--- config.mk ---
export PLATFORM = sky130hd
export DESIGN_NAME = sd_spi_host_sequencer
export DESIGN_NICKNAME = d
export VERILOG_FILES = /design/src/hdl/sdsh_pkg.sv /design/src/hdl/sd_spi_host_sequencer.sv /design/src/hdl/sdsh_cfg.sv /design/src/hdl/sdsh_core.sv
export SDC_FILE = /design/constraint.sdc
export NUM_CORES = 1
export LEC_CHECK = 0
export ABC_AREA = 1
export BUFFER_PORTS_ARGS = -buffer_cell sky130_fd_sc_hd__clkbuf_2
export CORE_MARGIN = 8
export CORE_UTILIZATION = 55
export DETAILED_ROUTE_END_ITERATION = 8
export PLACE_DENSITY = 0.83
export REMOVE_ABC_BUFFERS = 1
export SETUP_SLACK_MARGIN = 0.4
export SLEW_MARGIN = 20
export SYNTH_ARGS = -nofsm -noshare
export SYNTH_HDL_FRONTEND = slang
export SYNTH_SLANG_ARGS = --single-unit
--- constraint.sdc ---
create_clock -name clk -period 4.7 [get_ports clk]
set_input_delay 0.94 -clock clk [delete_from_list [all_inputs] [get_ports clk]]
set_output_delay 0.94 -clock clk [all_outputs]
set_load 0.05 [all_outputs]
--- src/hdl/sdsh_pkg.sv ---
// Package for the SD SPI host sequencer: field widths, phase, step and status codes.
// No dependencies.
package sdsh_pkg;
	localparam int BLOCK_BYTES = 512;
	localparam logic [5:0] PH_IDLE = 6'd0, PH_FILL = 6'd1, PH_CFLUSH = 6'd2, PH_CPRE = 6'd3,
		PH_CFRAME = 6'd4, PH_CPOLL = 6'd5, PH_TOKEN = 6'd6, PH_RDATA = 6'd7, PH_RCRC = 6'd8,
		PH_READY = 6'd9, PH_WAITWB = 6'd10, PH_WDATA = 6'd11, PH_WTOKEN = 6'd12,
		PH_WCRC = 6'd13, PH_WRESP = 6'd14, PH_STOP = 6'd15;
	localparam logic [4:0] S_NONE = 5'd0, S_I_FLUSH = 5'd1, S_I_CMD0 = 5'd2, S_I_CMD8 = 5'd3,
		S_I_R7 = 5'd4, S_I_C55 = 5'd5, S_I_C41 = 5'd6, S_I_C1 = 5'd7, S_OCR_C1 = 5'd8,
		S_OCR_R1 = 5'd9, S_OCR_C2 = 5'd10, S_OCR_R2 = 5'd11, S_I_C59 = 5'd12,
		S_I_C16 = 5'd13, S_REG_C = 5'd14, S_REG_R = 5'd15, S_R_C = 5'd16, S_R_D = 5'd17,
		S_R_STOP = 5'd18, S_R_FILL = 5'd19, S_W_55 = 5'd20, S_W_23 = 5'd21, S_W_C = 5'd22,
		S_W_RDY = 5'd23, S_W_END = 5'd24, S_SYNC = 5'd25;
	localparam logic [1:0] RT_START = 2'd0, RT_BYTE = 2'd1, RT_TICK = 2'd2, RT_WBYTE = 2'd3;
	localparam logic [2:0] OP_INIT = 3'd0, OP_READ = 3'd1, OP_WRITE = 3'd2, OP_SYNC = 3'd3,
		OP_CSD = 3'd4, OP_CID = 3'd5, OP_OCR = 3'd6;
	localparam logic [1:0] ST_OK = 2'd0, ST_ERR = 2'd1, ST_NRDY = 2'd2, ST_WP = 2'd3;
	localparam logic [1:0] CFG_TRIES = 2'd0, CFG_TIMEOUT = 2'd1, CFG_WP = 2'd2;

	typedef struct packed {
		logic [1:0] req_type;
		logic [2:0] op;
		logic [31:0] sector;
		logic [15:0] block_count;
		logic [7:0] miso_byte;
		logic [7:0] write_byte;
	} item_t;

	typedef struct packed {
		logic tx_valid;
		logic [7:0] tx_byte;
		logic cs_low;
		logic read_valid;
		logic [7:0] read_data;
		logic need_write_byte;
		logic done_res;
		logic [1:0] status;
		logic [1:0] card_kind;
		logic high_capacity;
		logic [31:0] sector_total;
		logic card_ready;
	} res_t;

	typedef struct packed {
		logic [7:0] tries;
		logic [15:0] timeout;
		logic wp;
	} cfg_t;
endpackage

--- src/hdl/sd_spi_host_sequencer.sv ---
// SD card SPI mode host sequencer, top level.
// Input register, sequencer step and result register; depends on sdsh_pkg,
// sdsh_cfg and sdsh_core.
//
// Usage: events arrive on the s_axis channel. tuser carries req_type; tdata
// carries op, sector, block_count, miso_byte and write_byte. Each event gives
// at most one result on m_axis: the next SPI byte with the chip-select level,
// a read byte, a write byte request or completion status, plus the card
// registers. The environment exchanges each emitted SPI byte and returns the
// received byte as an event.
// A result is computed from the input register by the sequencer step and is loaded
// into the result register. Throughput: one event per cycle while the receiver does
// not stall, set by the single-step sequencer between the two registers.
// Reset clears the sequencer to idle with chip select released and no card.
// When the receiver stalls, the result register holds and the input
// register takes at most one more event before s_axis_tready drops.
// cfg_we/cfg_index/cfg_data write response_tries, timeout_ms, write_protect.
module sd_spi_host_sequencer import sdsh_pkg::*; (
	input logic clk,
	input logic arst_n,
	input logic s_axis_tvalid,
	output logic s_axis_tready,
	input logic [71:0] s_axis_tdata, // op, sector, block_count, miso_byte, write_byte, pad
	input logic [1:0] s_axis_tuser, // req_type
	output logic m_axis_tvalid,
	input logic m_axis_tready,
	// tx_valid, tx_byte, cs_low, read_valid, read_data, need_write_byte, done_res,
	// status, card_kind, high_capacity, sector_total, card_ready, pad
	output logic [63:0] m_axis_tdata,
	input logic cfg_we,
	input logic [1:0] cfg_index,
	input logic [15:0] cfg_data
);
	cfg_t cfg;
	item_t item_s1;
	logic v_s1, v_s2, adv, emit;
	res_t res, res_s2;

	sdsh_cfg u_cfg (.clk, .arst_n, .cfg_we, .cfg_index, .cfg_data, .cfg);

	assign adv = !v_s2 || m_axis_tready;
	assign s_axis_tready = !v_s1 || adv;

	always_ff @(posedge clk or negedge arst_n) begin
		if (!arst_n) v_s1 <= 1'b0;
		else if (s_axis_tready) v_s1 <= s_axis_tvalid;
	end
	always_ff @(posedge clk) begin
		if (s_axis_tready && s_axis_tvalid)
			item_s1 <= '{req_type: s_axis_tuser, op: s_axis_tdata[2:0],
				sector: s_axis_tdata[34:3], block_count: s_axis_tdata[50:35],
				miso_byte: s_axis_tdata[58:51], write_byte: s_axis_tdata[66:59]};
	end

	sdsh_core u_core (.clk, .arst_n, .cfg, .in_fire(v_s1 && adv), .item(item_s1),
		.res_emit(emit), .res);

	always_ff @(posedge clk or negedge arst_n) begin
		if (!arst_n) v_s2 <= 1'b0;
		else if (adv) v_s2 <= v_s1 && emit;
	end
	always_ff @(posedge clk) begin
		if (adv && v_s1 && emit) res_s2 <= res;
	end

	assign m_axis_tvalid = v_s2;
	assign m_axis_tdata = {5'd0, res_s2.card_ready, res_s2.sector_total, res_s2.high_capacity,
		res_s2.card_kind, res_s2.status, res_s2.done_res, res_s2.need_write_byte,
		res_s2.read_data, res_s2.read_valid, res_s2.cs_low, res_s2.tx_byte, res_s2.tx_valid};
endmodule

--- src/hdl/sdsh_cfg.sv ---
// Configuration registers of the SD SPI host sequencer.
// Depends on sdsh_pkg.
module sdsh_cfg import sdsh_pkg::*; (
	input logic clk,
	input logic arst_n,
	input logic cfg_we,
	input logic [1:0] cfg_index,
	input logic [15:0] cfg_data,
	output cfg_t cfg
);
	cfg_t cfg_q;
	always_ff @(posedge clk or negedge arst_n) begin
		if (!arst_n) begin
			cfg_q <= '{tries: 8'd10, timeout: 16'd255, wp: 1'b0};
		end else if (cfg_we) begin
			case (cfg_index)
				CFG_TRIES: cfg_q.tries <= cfg_data[7:0];
				CFG_TIMEOUT: cfg_q.timeout <= cfg_data;
				CFG_WP: cfg_q.wp <= cfg_data[0];
				default: ;
			endcase
		end
	end
	assign cfg = cfg_q;
endmodule

--- src/hdl/sdsh_core.sv ---
// Sequencer state and one-step transition logic for each accepted event.
// Depends on sdsh_pkg.
module sdsh_core import sdsh_pkg::*; (
	input logic clk,
	input logic arst_n,
	input cfg_t cfg,
	input logic in_fire,
	input item_t item,
	output logic res_emit,
	output res_t res
);
	logic [5:0] phase_q, phase_d;
	logic [4:0] seq_q, seq_d;
	logic [9:0] bidx_q, bidx_d;
	logic [15:0] blk_q, blk_d, tick_q, tick_d;
	logic [7:0] poll_q, poll_d;
	logic [47:0] frame_q, frame_d;
	logic [21:0] csd_q, csd_d;
	logic [1:0] kind_q, kind_d;
	logic dens_q, dens_d, rdy_q, rdy_d;
	logic [31:0] total_q, total_d, sec_q, sec_d;
	logic [2:0] op_q, op_d;
	logic cs_q, cs_d, emit_q, emit_d, multi_q, multi_d, hcs_q, hcs_d;
	logic r7_q, r7_d, ochc_q, ochc_d, oret_q, oret_d;
	logic [4:0] rlen_q, rlen_d;
	logic rlong_q, rlong_d;

	always_comb begin
		logic o_v, o_txv, o_nwb, o_dn, o_rv;
		logic [7:0] o_txb, o_rd, b;
		logic [1:0] o_st, fst;
		logic do_cont, fin, cmd, fill, resp, rdy, rwait, remit, ok;
		logic [7:0] cv, cidx, ccrc;
		logic [31:0] carg;
		logic [15:0] flen, rl, blk_m;
		logic [22:0] cp1;
		phase_d = phase_q; seq_d = seq_q; bidx_d = bidx_q; blk_d = blk_q; tick_d = tick_q;
		poll_d = poll_q; frame_d = frame_q; csd_d = csd_q; kind_d = kind_q; dens_d = dens_q;
		rdy_d = rdy_q; total_d = total_q; sec_d = sec_q; op_d = op_q; cs_d = cs_q;
		emit_d = emit_q; multi_d = multi_q; hcs_d = hcs_q; r7_d = r7_q; ochc_d = ochc_q;
		oret_d = oret_q; rlen_d = rlen_q; rlong_d = rlong_q;
		o_v = 1'b0; o_txv = 1'b0; o_txb = 8'd0; o_nwb = 1'b0; o_dn = 1'b0; o_st = ST_OK;
		o_rv = 1'b0; o_rd = 8'd0;
		do_cont = 1'b0; cv = 8'd0; fin = 1'b0; fst = ST_OK;
		cmd = 1'b0; cidx = 8'd0; carg = 32'd0; ccrc = 8'd0;
		fill = 1'b0; flen = 16'd0; resp = 1'b0; rl = 16'd0; rwait = 1'b0; remit = 1'b0;
		rdy = 1'b0; ok = 1'b0; cp1 = 23'd0; blk_m = blk_q - 16'd1;
		b = item.miso_byte;
		if (in_fire) begin
			case (item.req_type)
				RT_START: if (phase_q == PH_IDLE) begin
					op_d = item.op;
					case (item.op)
						OP_INIT: begin
							kind_d = 2'd0; dens_d = 1'b0; rdy_d = 1'b0; total_d = 32'd0;
							hcs_d = 1'b0; cs_d = 1'b0; seq_d = S_I_FLUSH;
							fill = 1'b1; flen = 16'd15;
						end
						OP_READ: begin
							if (!rdy_q) begin fin = 1'b1; fst = ST_NRDY; end
							else begin
								blk_d = item.block_count; multi_d = item.block_count != 16'd1;
								sec_d = item.sector; seq_d = S_R_C; cmd = 1'b1;
								cidx = (item.block_count != 16'd1) ? 8'd18 : 8'd17;
								carg = item.sector; ccrc = 8'hFF;
							end
						end
						OP_WRITE: begin
							if (!rdy_q) begin fin = 1'b1; fst = ST_NRDY; end
							else if (cfg.wp) begin fin = 1'b1; fst = ST_WP; end
							else begin
								blk_d = item.block_count; multi_d = item.block_count != 16'd1;
								sec_d = item.sector; cmd = 1'b1; ccrc = 8'hFF;
								if (item.block_count != 16'd1 && kind_q == 2'd3) begin
									seq_d = S_W_55; cidx = 8'd55;
								end else begin
									seq_d = S_W_C; carg = item.sector;
									cidx = (item.block_count != 16'd1) ? 8'd25 : 8'd24;
								end
							end
						end
						OP_SYNC: begin seq_d = S_SYNC; rdy = 1'b1; end
						OP_CSD: begin seq_d = S_REG_C; cmd = 1'b1; cidx = 8'd9; ccrc = 8'hFF; end
						OP_CID: begin seq_d = S_REG_C; cmd = 1'b1; cidx = 8'd10; ccrc = 8'hFF; end
						OP_OCR: begin
							seq_d = S_OCR_C1; cmd = 1'b1; cidx = 8'd58;
							carg = 32'h40000000; ccrc = 8'h6F;
						end
						default: begin fin = 1'b1; fst = ST_ERR; end
					endcase
				end
				RT_BYTE: begin
					case (phase_q)
						PH_FILL: begin
							if (bidx_q == 10'd0) do_cont = 1'b1;
							else begin bidx_d = bidx_q - 10'd1; o_v = 1'b1; o_txv = 1'b1; o_txb = 8'hFF; end
						end
						PH_CFLUSH: begin
							cs_d = 1'b1; phase_d = PH_CPRE; o_v = 1'b1; o_txv = 1'b1; o_txb = 8'hFF;
						end
						PH_CPRE: begin
							phase_d = PH_CFRAME; bidx_d = 10'd0;
							o_v = 1'b1; o_txv = 1'b1; o_txb = frame_q[47:40];
						end
						PH_CFRAME: begin
							o_v = 1'b1; o_txv = 1'b1;
							if (bidx_q < 10'd5) begin
								bidx_d = bidx_q + 10'd1;
								case (bidx_q[2:0])
									3'd0: o_txb = frame_q[39:32];
									3'd1: o_txb = frame_q[31:24];
									3'd2: o_txb = frame_q[23:16];
									3'd3: o_txb = frame_q[15:8];
									default: o_txb = frame_q[7:0];
								endcase
							end else begin
								phase_d = PH_CPOLL; poll_d = cfg.tries; o_txb = 8'hFF;
							end
						end
						PH_CPOLL: begin
							if (b[7] && poll_q != 8'd0) begin
								poll_d = poll_q - 8'd1; o_v = 1'b1; o_txv = 1'b1; o_txb = 8'hFF;
							end else begin cs_d = 1'b0; do_cont = 1'b1; cv = b; end
						end
						PH_TOKEN: begin
							if (b == 8'hFF && tick_q < cfg.timeout) begin
								o_v = 1'b1; o_txv = 1'b1; o_txb = 8'hFF;
							end else if (b != 8'hFE) begin cs_d = 1'b0; do_cont = 1'b1; end
							else begin
								phase_d = PH_RDATA; bidx_d = 10'd0;
								o_v = 1'b1; o_txv = 1'b1; o_txb = 8'hFF;
							end
						end
						PH_RDATA: begin
							if (seq_q == S_I_R7) begin
								if (bidx_q == 10'd2) r7_d = b[0];
								if (bidx_q == 10'd3) r7_d = r7_q && b == 8'hAA;
							end else if (seq_q == S_OCR_R1 || seq_q == S_OCR_R2) begin
								if (bidx_q == 10'd0) ochc_d = b[6];
								if (bidx_q == 10'd2) oret_d = b[6];
							end else if (seq_q == S_REG_R && op_q == OP_INIT) begin
								if (bidx_q == 10'd7) csd_d[21:16] = b[5:0];
								if (bidx_q == 10'd8) csd_d[15:8] = b;
								if (bidx_q == 10'd9) csd_d[7:0] = b;
							end
							if (emit_q) begin o_rv = 1'b1; o_rd = b; end
							if (rlong_q ? (bidx_q != 10'd511) :
								({5'd0, bidx_q[4:0]} + 10'd1 < {5'd0, rlen_q}) || bidx_q[9:5] != 5'd0 && 1'b0)
								bidx_d = bidx_q + 10'd1;
							else begin phase_d = PH_RCRC; bidx_d = 10'd0; end
							o_v = 1'b1; o_txv = 1'b1; o_txb = 8'hFF;
						end
						PH_RCRC: begin
							if (bidx_q == 10'd0) begin
								bidx_d = 10'd1; o_v = 1'b1; o_txv = 1'b1; o_txb = 8'hFF;
							end else begin cs_d = 1'b0; do_cont = 1'b1; cv = 8'd1; end
						end
						PH_READY: begin
							if (b == 8'hFF) begin do_cont = 1'b1; cv = 8'd1; end
							else if (tick_q > cfg.timeout) do_cont = 1'b1;
							else begin o_v = 1'b1; o_txv = 1'b1; o_txb = 8'hFF; end
						end
						PH_WTOKEN: begin
							phase_d = PH_WAITWB; bidx_d = 10'd0; o_v = 1'b1; o_nwb = 1'b1;
						end
						PH_WDATA: begin
							o_v = 1'b1;
							if (bidx_q != 10'(BLOCK_BYTES - 1)) begin
								bidx_d = bidx_q + 10'd1; phase_d = PH_WAITWB; o_nwb = 1'b1;
							end else begin
								phase_d = PH_WCRC; bidx_d = 10'd0; o_txv = 1'b1; o_txb = 8'hFF;
							end
						end
						PH_WCRC: begin
							o_v = 1'b1; o_txv = 1'b1; o_txb = 8'hFF;
							if (bidx_q == 10'd0) bidx_d = 10'd1;
							else phase_d = PH_WRESP;
						end
						PH_WRESP: begin
							if (b[4:0] != 5'h05) begin fin = 1'b1; fst = ST_ERR; end
							else begin
								blk_d = blk_m;
								if (blk_m != 16'd0) begin seq_d = S_W_RDY; rdy = 1'b1; end
								else if (multi_q) begin seq_d = S_W_END; rdy = 1'b1; end
								else fin = 1'b1;
							end
						end
						PH_STOP: fin = 1'b1;
						default: ;
					endcase
				end
				RT_TICK: if (tick_q != 16'hFFFF) tick_d = tick_q + 16'd1;
				default: if (phase_q == PH_WAITWB) begin
					phase_d = PH_WDATA; o_v = 1'b1; o_txv = 1'b1; o_txb = item.write_byte;
				end
			endcase
		end
		if (do_cont) begin
			case (seq_q)
				S_I_FLUSH: begin seq_d = S_I_CMD0; cmd = 1'b1; ccrc = 8'h95; end
				S_I_CMD0: begin
					if (cv != 8'd1) begin fin = 1'b1; fst = ST_NRDY; end
					else begin seq_d = S_I_CMD8; cmd = 1'b1; cidx = 8'd8; carg = 32'h1AA; ccrc = 8'h87; end
				end
				S_I_CMD8: begin
					if (cv == 8'd1) begin seq_d = S_I_R7; r7_d = 1'b0; resp = 1'b1; rl = 16'd4; end
					else begin tick_d = 16'd0; seq_d = S_I_C55; cmd = 1'b1; cidx = 8'd55; ccrc = 8'h65; end
				end
				S_I_R7: begin
					if (!r7_q) begin fin = 1'b1; fst = ST_NRDY; end
					else begin
						kind_d = 2'd2; hcs_d = 1'b1; tick_d = 16'd0; seq_d = S_I_C55;
						cmd = 1'b1; cidx = 8'd55; ccrc = 8'h65;
					end
				end
				S_I_C55, S_I_C41: begin
					if ((seq_q == S_I_C55) ? (cv > 8'd1) : (cv != 8'd0)) begin
						cmd = 1'b1;
						if (tick_q > cfg.timeout) begin
							kind_d = 2'd3; tick_d = 16'd0; seq_d = S_I_C1; cidx = 8'd1; ccrc = 8'hF9;
						end else begin seq_d = S_I_C55; cidx = 8'd55; ccrc = 8'h65; end
					end else if (seq_q == S_I_C55) begin
						seq_d = S_I_C41; cmd = 1'b1; cidx = 8'd41;
						carg = hcs_q ? 32'h40000000 : 32'd0; ccrc = hcs_q ? 8'h77 : 8'hE5;
					end else begin
						if (kind_q == 2'd0) kind_d = 2'd1;
						seq_d = S_OCR_C1; cmd = 1'b1; cidx = 8'd58; carg = 32'h40000000; ccrc = 8'h6F;
					end
				end
				S_I_C1: begin
					if (cv == 8'd0) begin
						if (kind_q == 2'd0) kind_d = 2'd1;
						seq_d = S_OCR_C1; cmd = 1'b1; cidx = 8'd58; carg = 32'h40000000; ccrc = 8'h6F;
					end else if (tick_q > cfg.timeout) begin fin = 1'b1; fst = ST_NRDY; end
					else begin cmd = 1'b1; cidx = 8'd1; ccrc = 8'hF9; end
				end
				S_OCR_C1, S_OCR_C2: begin
					seq_d = (seq_q == S_OCR_C1) ? S_OCR_R1 : S_OCR_R2;
					if (seq_q == S_OCR_C1) oret_d = 1'b0;
					resp = 1'b1; rl = 16'd4; remit = op_q == OP_OCR;
				end
				S_OCR_R1, S_OCR_R2: begin
					if (seq_q == S_OCR_R1 && oret_q) begin
						seq_d = S_OCR_C2; cmd = 1'b1; cidx = 8'd58; ccrc = 8'hFD;
					end else if (op_q == OP_INIT) begin
						dens_d = ochc_q; seq_d = S_I_C59; cmd = 1'b1; cidx = 8'd59; ccrc = 8'h91;
					end else fin = 1'b1;
				end
				S_I_C59: begin
					seq_d = S_I_C16; cmd = 1'b1; cidx = 8'd16; carg = 32'(BLOCK_BYTES); ccrc = 8'h15;
				end
				S_I_C16: begin csd_d = 22'd0; seq_d = S_REG_C; cmd = 1'b1; cidx = 8'd9; ccrc = 8'hFF; end
				S_REG_C, S_REG_R: begin
					if (seq_q == S_REG_C && cv == 8'd0) begin
						seq_d = S_REG_R; resp = 1'b1; rl = 16'd16; rwait = 1'b1;
						remit = op_q != OP_INIT;
					end else begin
						ok = (seq_q == S_REG_R) && cv != 8'd0;
						fin = 1'b1;
						if (op_q == OP_INIT) begin
							cp1 = ok ? ({1'b0, csd_q} + 23'd1) : 23'd1;
							total_d = cp1[22] ? 32'hFFFFFFFF : {cp1[21:0], 10'd0};
							if (!ok) csd_d = 22'd0;
							rdy_d = 1'b1;
						end else fst = ok ? ST_OK : ST_ERR;
					end
				end
				S_R_C: begin
					if (cv != 8'd0) begin fin = 1'b1; fst = ST_ERR; end
					else begin seq_d = S_R_D; resp = 1'b1; rl = 16'(BLOCK_BYTES); rwait = 1'b1; remit = 1'b1; end
				end
				S_R_D: begin
					if (cv == 8'd0) begin fin = 1'b1; fst = ST_ERR; end
					else if (!multi_q) fin = 1'b1;
					else begin
						blk_d = blk_m;
						if (blk_m != 16'd0) begin
							resp = 1'b1; rl = 16'(BLOCK_BYTES); rwait = 1'b1; remit = 1'b1;
						end else begin seq_d = S_R_STOP; cmd = 1'b1; cidx = 8'd12; ccrc = 8'hFF; end
					end
				end
				S_R_STOP: begin seq_d = S_R_FILL; fill = 1'b1; flen = 16'd10; end
				S_R_FILL: fin = 1'b1;
				S_W_55: begin seq_d = S_W_23; cmd = 1'b1; cidx = 8'd23; carg = {16'd0, blk_q}; ccrc = 8'hFF; end
				S_W_23: begin seq_d = S_W_C; cmd = 1'b1; cidx = 8'd25; carg = sec_q; ccrc = 8'hFF; end
				S_W_C: begin
					if (cv != 8'd0) begin fin = 1'b1; fst = ST_ERR; end
					else begin cs_d = 1'b1; seq_d = S_W_RDY; rdy = 1'b1; end
				end
				S_W_RDY: begin
					if (cv == 8'd0) begin fin = 1'b1; fst = ST_ERR; end
					else begin phase_d = PH_WTOKEN; o_v = 1'b1; o_txv = 1'b1; o_txb = multi_q ? 8'hFC : 8'hFE; end
				end
				S_W_END: begin
					if (cv == 8'd0) begin fin = 1'b1; fst = ST_ERR; end
					else begin phase_d = PH_STOP; o_v = 1'b1; o_txv = 1'b1; o_txb = 8'hFD; end
				end
				S_SYNC: begin fin = 1'b1; fst = (cv != 8'd0) ? ST_OK : ST_ERR; end
				default: begin fin = 1'b1; fst = ST_ERR; end
			endcase
		end
		if (fill) begin
			phase_d = PH_FILL; bidx_d = flen[9:0] - 10'd1; o_v = 1'b1; o_txv = 1'b1; o_txb = 8'hFF;
		end
		if (cmd) begin
			frame_d = {8'h40 | cidx, carg, ccrc}; cs_d = 1'b0; phase_d = PH_CFLUSH;
			o_v = 1'b1; o_txv = 1'b1; o_txb = 8'hFF;
		end
		if (resp) begin
			cs_d = 1'b1; rlong_d = rl[9]; rlen_d = rl[4:0]; emit_d = remit; bidx_d = 10'd0;
			if (rwait) begin tick_d = 16'd0; phase_d = PH_TOKEN; end
			else phase_d = PH_RDATA;
			o_v = 1'b1; o_txv = 1'b1; o_txb = 8'hFF;
		end
		if (rdy) begin tick_d = 16'd0; phase_d = PH_READY; o_v = 1'b1; o_txv = 1'b1; o_txb = 8'hFF; end
		if (fin) begin
			phase_d = PH_IDLE; seq_d = S_NONE; cs_d = 1'b0; o_v = 1'b1; o_dn = 1'b1; o_st = fst;
		end
		res_emit = o_v;
		res.tx_valid = o_txv; res.tx_byte = o_txb; res.cs_low = cs_d;
		res.read_valid = o_rv; res.read_data = o_rd; res.need_write_byte = o_nwb;
		res.done_res = o_dn; res.status = o_st; res.card_kind = kind_d;
		res.high_capacity = dens_d; res.sector_total = total_d; res.card_ready = rdy_d;
	end

	always_ff @(posedge clk or negedge arst_n) begin
		if (!arst_n) begin
			phase_q <= PH_IDLE; seq_q <= S_NONE; bidx_q <= '0; blk_q <= '0; tick_q <= '0;
			poll_q <= '0; frame_q <= '0; csd_q <= '0; kind_q <= '0; dens_q <= 1'b0;
			rdy_q <= 1'b0; total_q <= '0; sec_q <= '0; op_q <= OP_INIT; cs_q <= 1'b0;
			emit_q <= 1'b0; multi_q <= 1'b0; hcs_q <= 1'b0; r7_q <= 1'b0; ochc_q <= 1'b0;
			oret_q <= 1'b0; rlen_q <= '0; rlong_q <= 1'b0;
		end else begin
			phase_q <= phase_d; seq_q <= seq_d; bidx_q <= bidx_d; blk_q <= blk_d; tick_q <= tick_d;
			poll_q <= poll_d; frame_q <= frame_d; csd_q <= csd_d; kind_q <= kind_d; dens_q <= dens_d;
			rdy_q <= rdy_d; total_q <= total_d; sec_q <= sec_d; op_q <= op_d; cs_q <= cs_d;
			emit_q <= emit_d; multi_q <= multi_d; hcs_q <= hcs_d; r7_q <= r7_d; ochc_q <= ochc_d;
			oret_q <= oret_d; rlen_q <= rlen_d; rlong_q <= rlong_d;
		end
	end
endmodule

==> results of run 1 <==
-- registers in the layout (all words and copies together) (netlist names), 2 cells and up --
signal	count
m_axis_tdata	59
u_core.csd_q	22
u_core.tick_q	16
u_core.frame_q	46
u_core.sec_q	32
item_s1	69
u_core.kind_q	2
u_core.total_q	32
u_core.poll_q	8
u_cfg.cfg	25
u_core.rlen_q	2
u_core.blk_q	16
u_core.op_q	3
u_core.phase_q	6
u_core.seq_q	5
u_core.bidx_q	10
-- final timing paths --
check	start	end	slack (ps)	cells after the start
setup / recovery	u_core.bidx_q[0]	m_axis_tdata[8]	770	19
hold / removal	arst_n	u_core.csd_q[2]	400	1
setup reg to reg	u_core.bidx_q[0]	m_axis_tdata[8]	770	19
hold reg to reg	u_core.phase_q[4]	u_core.phase_q[4]	430	0
max in group asynchronous	arst_n	u_core.op_q[1]	3210	2
min in group clk	u_core.phase_q[4]	u_core.phase_q[4]	430	0
-- cell families after synthesis --
group | Yosys count | share of synthesized area [%]
flip-flops | 365 | 47.6
other | 1 | 0.0182
adder cells (fa/ha/maj) | 28 | 1.70
buffers and inverters | 378 | 7.50
multiplexers | 3 | 0.146
AO/OA/AOI/OAI | 434 | 12.1
AND/OR/NAND/NOR | 1347 | 29.5
XOR/XNOR | 33 | 1.41
-- power breakdown --
part	leakage (nW)	total, mW	switching, mW	internal, mW
sequential	4.29	4.40	0.509	3.89
combinational	6.12	4.95	3.52	1.43
clock	0.661	3.19	1.36	1.83
total	11.1	12.5	5.39	7.15
-- stage by stage --
| step | worst slack (ps) | power [mW] | cells | hold slack, ps |
|---|---|---|---|---|
| floorplan | 53.1 | 7.69 | 2516 | 393 |
| global placement | 562 | 9.17 | 3188 | 405 |
| detailed placement | 579 | 9.24 | 3188 | 408 |
| CTS | 872 | 12.5 | 3260 | 432 |
| global route | 517 | 13.2 | 3260 | 440 |
| finish | 773 | 12.5 | 3260 | 397 |
-- cells in the mapped netlist (4+ instances only) --
cell / number
a211oi_1: 4
a21oi_1: 135
a21oi_2: 4
a221oi_1: 10
a22oi_1: 12
a31oi_1: 18
buf_2: 13
buf_4: 10
buf_6: 8
clkbuf_1: 43
clkinv_1: 4
dfrtp_1: 227
dfstp_2: 10
edfxtp_1: 128
ha_1: 28
inv_1: 272
inv_2: 22
nand2_1: 654
nand2_2: 21
nand2_4: 6
nand3_1: 190
nand3_2: 6
nand3b_1: 4
nand4_1: 78
nor2_1: 266
nor2_2: 27
nor2_4: 16
nor3_1: 38
nor4_1: 20
o211ai_1: 15
o21a_1: 4
o21ai_0: 166
o21ai_1: 22
o221ai_1: 8
o22ai_1: 12
or2_2: 6
xnor2_1: 5
xor2_1: 28
-- layout make-up --
class                   instances  area, µm²
clock buffers                  50       1120
clock inverters                22        225
fillers                      3233      13900
inverters                     301       1140
multi-input cells            1850       9250
flip-flops and latches        365       9790
well taps                     474        593
repair buffers                198       1170
-- worst reg2reg max path: stages (launching register included) --
cell,delay (ps)
dfrtp_1,440
inv_1,160
ha_1,460
nand2_2,150
nor2_4,270
nor2_4,70
nor2_4,80
nand2_2,90
nand2_2,100
nand2_4,150
inv_6,210
nand2_4,150
nand2_1,90
nand2_1,50
nand3b_1,220
nand2_2,120
nand2_4,110
clkinv_2,110
nand2_2,300
buf_12,300
-- per-layer routing --
layer / vias up / routed length [µm]
met4: 0 / 3750
met1: 9221 / 27300
met3: 210 / 4840
met2: 965 / 31800
li1: 8999 / -
met5: - / 0
==> metrics.yaml, run 1 <==
fin_tns_setup_ps: 0
ios: 163
clk_pin_slew_ps: 60
fmax_ghz: 0.255
port_buffers: 152
worstPathRequired_ps: 5010
placed_area_um2: 21900
worstPathArrival_ps: 4240
drv_slew: 0
period_share_pct: 83.5
final_cell_mix: "nand2_1, inv_1, nor2_1"
placement_rows: 71
rsz0062_at_grt: "no"
via_per_inst: 5.95
cts_buffer_depth: 3
htree_levels: 2
final_core_util_pct: 62.6
clk_latency_ps: 600
root_buffer: "clkbuf_16"
synthArstFlopShare_pct: 64.9
grt_use_met3_pct: 4.49
setup_viol: 0
path_class: "reg -> reg"
clock_sinks: 365
synthCells: 2589
path_cells: "inv_1, ha_1, nand2_2, nor2_4, nor2_4, nor2_4, nand2_2, nand2_2, nand2_4, inv_6, nand2_4, nand2_1, nand2_1, nand3b_1, nand2_2, nand2_4, clkinv_2, nand2_2, buf_12"
postRouteAntennaNets: 0
drtIter0Drc: 2252
routed_wl_mm: 67.7
worstSetupStartpointType: "register"
grt-ovfl-total: 0
ys_types: 69
crit_path_frequent_cell: "nand2_2"
drv_cap: 0
cts_tree: "built"
final_area_um2: 23300
die-width_um: 209
syn_area_per_cell_um2: 7.94
use_met2_pct: 50.0
cts_setup_buffers: 0
powerDensity_nw_per_um2: 539
crit_slowest_cell: "ha_1"
drc: 0
power.leakage_nw: 11.1
synth-warning-count: 0
relSlewSlack_pct: 34.6
vias: 19400
crit_path_max_incr_delay_ps: 460
hold_violations: 0
min_period_ps: 3930
core_area_um2: 37200
crit_fanout: 25
gp_congestion: 0.987
die_h_um: 209
place_hpwl_mm: 50.8
first_global_vias: 18900
grt-busiest-layer: "met2"
synth_largest_area_cell: "dfrtp_1"
tightest_slew_ps: 978
synth_area_um2: 20600
antenna_found_initial: 0
n_antenna_cell: 0
layout.nets: 2880
die_area_um2: 43800
cts_hold_buf: 0
endpoint_kind: "register"
synth-seq-area-share_pct: 47.6
grt_max_degree: 104
start_util_pct: 55.2
synthFlopType: "dfrtp_1"
drive_gt1_share_pct: 14.3
synth_edf_count: 128
area_growth_pct: 13.2
routedWlPerCell_um: 20.8
ys_ff_latch: 365
skew_ps: 45.8
cts-resized-gates: 0
final_common_cell: "nand2_1"
grtUsageTotal_pct: 30.4
path_delay_family: "simple AND/OR/NAND/NOR gates"
numCtsBuffers: 39
grt_pass1_wl_mm: 105
hp-class: "in -> async"
netlist_top_cells_area: "dfrtp_1, edfxtp_1, nand2_1, inv_1, nor2_1"
met1_usage_pct: 38.2
synth_top_cell_area_share_pct: 27.6
status: "finished, final reports clean"
ir_worst_vdd_v: 0.000391
drt_first_pass_iters: 6
path_buf_inv: 4
No activity file was read; power rests on OpenSTA's default activity.
==> run 2: changes to the inputs <==
--- a/config.mk
+++ b/config.mk
@@ -5,7 +5,7 @@
 export SDC_FILE = /design/constraint.sdc
 export NUM_CORES = 1
 export LEC_CHECK = 0
-export ABC_AREA = 1
+export ABC_AREA = 0
 export BUFFER_PORTS_ARGS = -buffer_cell sky130_fd_sc_hd__clkbuf_2
 export CORE_MARGIN = 8
 export CORE_UTILIZATION = 55
==> constraint.sdc (replaced) <==
create_clock -name clk -period 4.05 [get_ports clk]
set_input_delay 0.81 -clock clk [delete_from_list [all_inputs] [get_ports clk]]
set_output_delay 0.81 -clock clk [all_outputs]
set_load 0.05 [all_outputs]
==> run 2 against run 1 <==
Power decreased by 1.8%; fmax increased by 4.1%; critical path depth decreased by 4; largest power group is now sequential cells.
==> metrics.yaml, run 2 <==
cts_hold_buf: 0  # unchanged
place_inst: 2651  # -17%
placement_rows: 69  # -2.8%
powerDensity_nw_per_um2: 519  # -3.7%
ir_worst_vdd_v: 0.000430  # +10%
period_share_pct: 93.1  # +9.6 points
worst_r2r_path_depth: 15  # -4
routedWlPerCell_um: 25.0  # +21%
first_global_vias: 17700  # -6.1%
cts_tree: "built"
ys_ff_latch: 365  # unchanged
largest_register: "item_s1"
antenna_found_initial: 0  # unchanged
synth_largest_area_cell: "dfrtp_1"
crit_fanout: 22  # -12%
drv_cap: 0  # unchanged
r2r_slack_ps: 280  # -490 ps
status: "finished, final reports clean"
syn_area_per_cell_um2: 9.83  # +24%
htree_levels: 2  # unchanged
ys_types: 95  # +38%
core_area_um2: 35200  # -5.4%
rsz0062_at_grt: "yes"
n_antenna_cell: 0  # unchanged
gp_congestion: 1.03  # +4.2%
fmax_ghz: 0.265  # +4.1%
synth_area_um2: 19400  # -5.5%
worstSetupStartpointType: "register"
hold_violations: 0  # unchanged
drt_first_pass_iters: 9  # +3
layout.nets: 2386  # -17%
worstPathArrival_ps: 4080  # -160 ps
hp-class: "in -> async"
routed_wl_mm: 68.9  # +1.8%
grt_max_degree: 108  # +3.8%
synth_edf_count: 128  # unchanged
power.total_mw: 12.3  # -1.8%
netlist_top_cells_area: "dfrtp_1, edfxtp_1, nand2_1, nor2_1, mux2_2"
synth-seq-area-share_pct: 50.4  # +2.8 points
final_common_cell: "dfrtp_1"
die_h_um: 204  # -2.6%
port_buffers: 152  # unchanged
drtIter0Drc: 1883  # -16%
path_cells: "nor4_2, buf_4, nand3_2, a22oi_1, buf_4, a221oi_1, buf_4, buf_4, and2_4, o41ai_4, nand2_2, nor4_4, a31oi_4, buf_12, buf_12"
synth-warning-count: 0  # unchanged
synth_top_cell_area_share_pct: 29.2  # +1.6 points
synth_common_cells: "dfrtp_1, nand2_1, nor2_1, a21oi_1, edfxtp_1"
place_hpwl_mm: 49.1  # -3.5%
grtUsageTotal_pct: 32.0  # +1.6 points
yosysMostFrequentCell: "dfrtp_1"
largest_register_ffs: 69  # unchanged
power.leakage_nw: 10.4  # -5.6%
root_buffer: "clkbuf_16"
crit_slowest_cell: "dfrtp_1"
final_cell_mix: "dfrtp_1, nand2_1, buf_4"
path_class: "reg -> reg"
whs_ps: 321  # -75.9 ps
vias: 17900  # -7.9%
cts_buffer_depth: 3  # unchanged
synthCells: 1977  # -24%
setup_viol: 0  # unchanged
postRouteAntennaNets: 0  # unchanged
clock_sinks: 365  # unchanged
drv_slew: 0  # unchanged
die_area_um2: 41600  # -5.1%
grt-ovfl-total: 0  # unchanged
min_period_ps: 3770  # -156 ps
clk_pin_slew_ps: 70  # about the same
numCtsBuffers: 39  # unchanged
clk_latency_ps: 570  # -30 ps
timing.rr.end: "m_axis_tdata[18]"
ios: 163  # unchanged
endpoint_kind: "register"
synthFlopType: "dfrtp_1"
grt_pass1_wl_mm: 104  # -1.0%
drive_gt1_share_pct: 25.5  # +11 points
area_growth_pct: 22.2
synthArstFlopShare_pct: 64.9  # unchanged
timing.rr.start: "u_core.bidx_q[6]"
drc: 0  # unchanged
tightest_slew_ps: 1050  # +72.6 ps
via_per_inst: 6.49  # +9.1%
crit_path_max_incr_delay_ps: 490  # +30 ps
instances_no_fill: 2751  # -16%
die-width_um: 204  # -2.6%
start_util_pct: 55.2  # -0.067 points
relSlewSlack_pct: 29.8  # -4.8 points
skew_ps: 18.1  # -27.7 ps
worstPathRequired_ps: 4360  # -650 ps
crit_path_frequent_cell: "buf_4"
-- run 2: how the worst max path moves through the flow --
stage / depth (start not counted) / slack (ps) / startpoint / end
floorplan: 9 / -3590 / u_core.seq_q[0] / m_axis_tdata[0]
global placement: 13 / 160 / u_core.bidx_q[0] / m_axis_tdata[25]
detailed placement: 12 / 160 / m_axis_tready / m_axis_tdata[25]
CTS: 12 / 360 / u_core.phase_q[4] / m_axis_tdata[38]
global route: 12 / 180 / u_core.phase_q[4] / m_axis_tdata[36]
finish: 15 / 280 / u_core.bidx_q[6] / m_axis_tdata[18]
-- run 2: area by class of cell --
type / count / area, µm²
multi-input combinational: 1428 / 9260
fill: 2698 / 11500
clock buffer: 55 / 1130
inverter: 63 / 236
tap: 461 / 577
clock inverter: 15 / 138
timing repair buffer: 364 / 2620
sequential: 365 / 9790
-- run 2: worst max-delay path, delay by kind of cell, from the launching register on --
| kind | cells | cell delay (ps) |
|---|---|---|
| AOI/OAI and AO/OA | 4 | 850 |
| and+or+nand+nor | 5 | 1190 |
| buffers and inverters | 6 | 980 |
| DFF | 1 | 490 |
-- run 2: routing by layer --
layer  vias to the layer above  GRT usage (%)  share of wire (%)
met5                         -              0                  0
met2                      1057           53.1                 48
met3                       227           5.29                8.2
met1                      8659           39.6                 38
li1                       7915              -                  -
met4                         0           17.5                5.8
-- run 2: metrics by stage --
| stage | setup TNS (ps) | utilization, % | setup WS [ps] | instance area (µm²) |
|---|---|---|---|---|
| 5_1_grt | 0 | 67.4 | 184 | 23700 |
| 4_1_cts | 0 | 66.4 | 365 | 23400 |
| 3_3_place_gp | 0 | 61.9 | 163 | 21800 |
| 2_1_floorplan | -276430 | - | -3590 | 18900 |
| 3_5_place_dp | 0 | 61.9 | 165 | 21800 |
| 6_report | 0 | 67.4 | 279 | 23700 |
-- run 2: where the power goes --
| part | total (mW) | switching (mW) | internal [mW] |
|---|---|---|---|
| logic | 4.12 | 2.61 | 1.51 |
| clock network | 3.61 | 1.53 | 2.08 |
| registers | 4.59 | 0.376 | 4.22 |
| total | 12.3 | 4.51 | 7.81 |
-- run 2: repair_timing --
action                     in CTS  in global routing
pin swaps                      12                  8
resized for setup              27                 50
hold endpoints to repair        0                  0
setup endpoints to repair      97                142
gates cloned                    1                  4
buffers inserted               17                  8
-- run 2: cell families after synthesis --
logic type | synth area share (%)
muxes | 4.77
and+or+nand+nor | 18.8
other | 0.0193
DFF | 50.4
xor gates and xnor gates | 2.03
AOI/OAI and AO/OA | 18.3
buffers and inverters | 3.84
adders and majority gates | 1.85
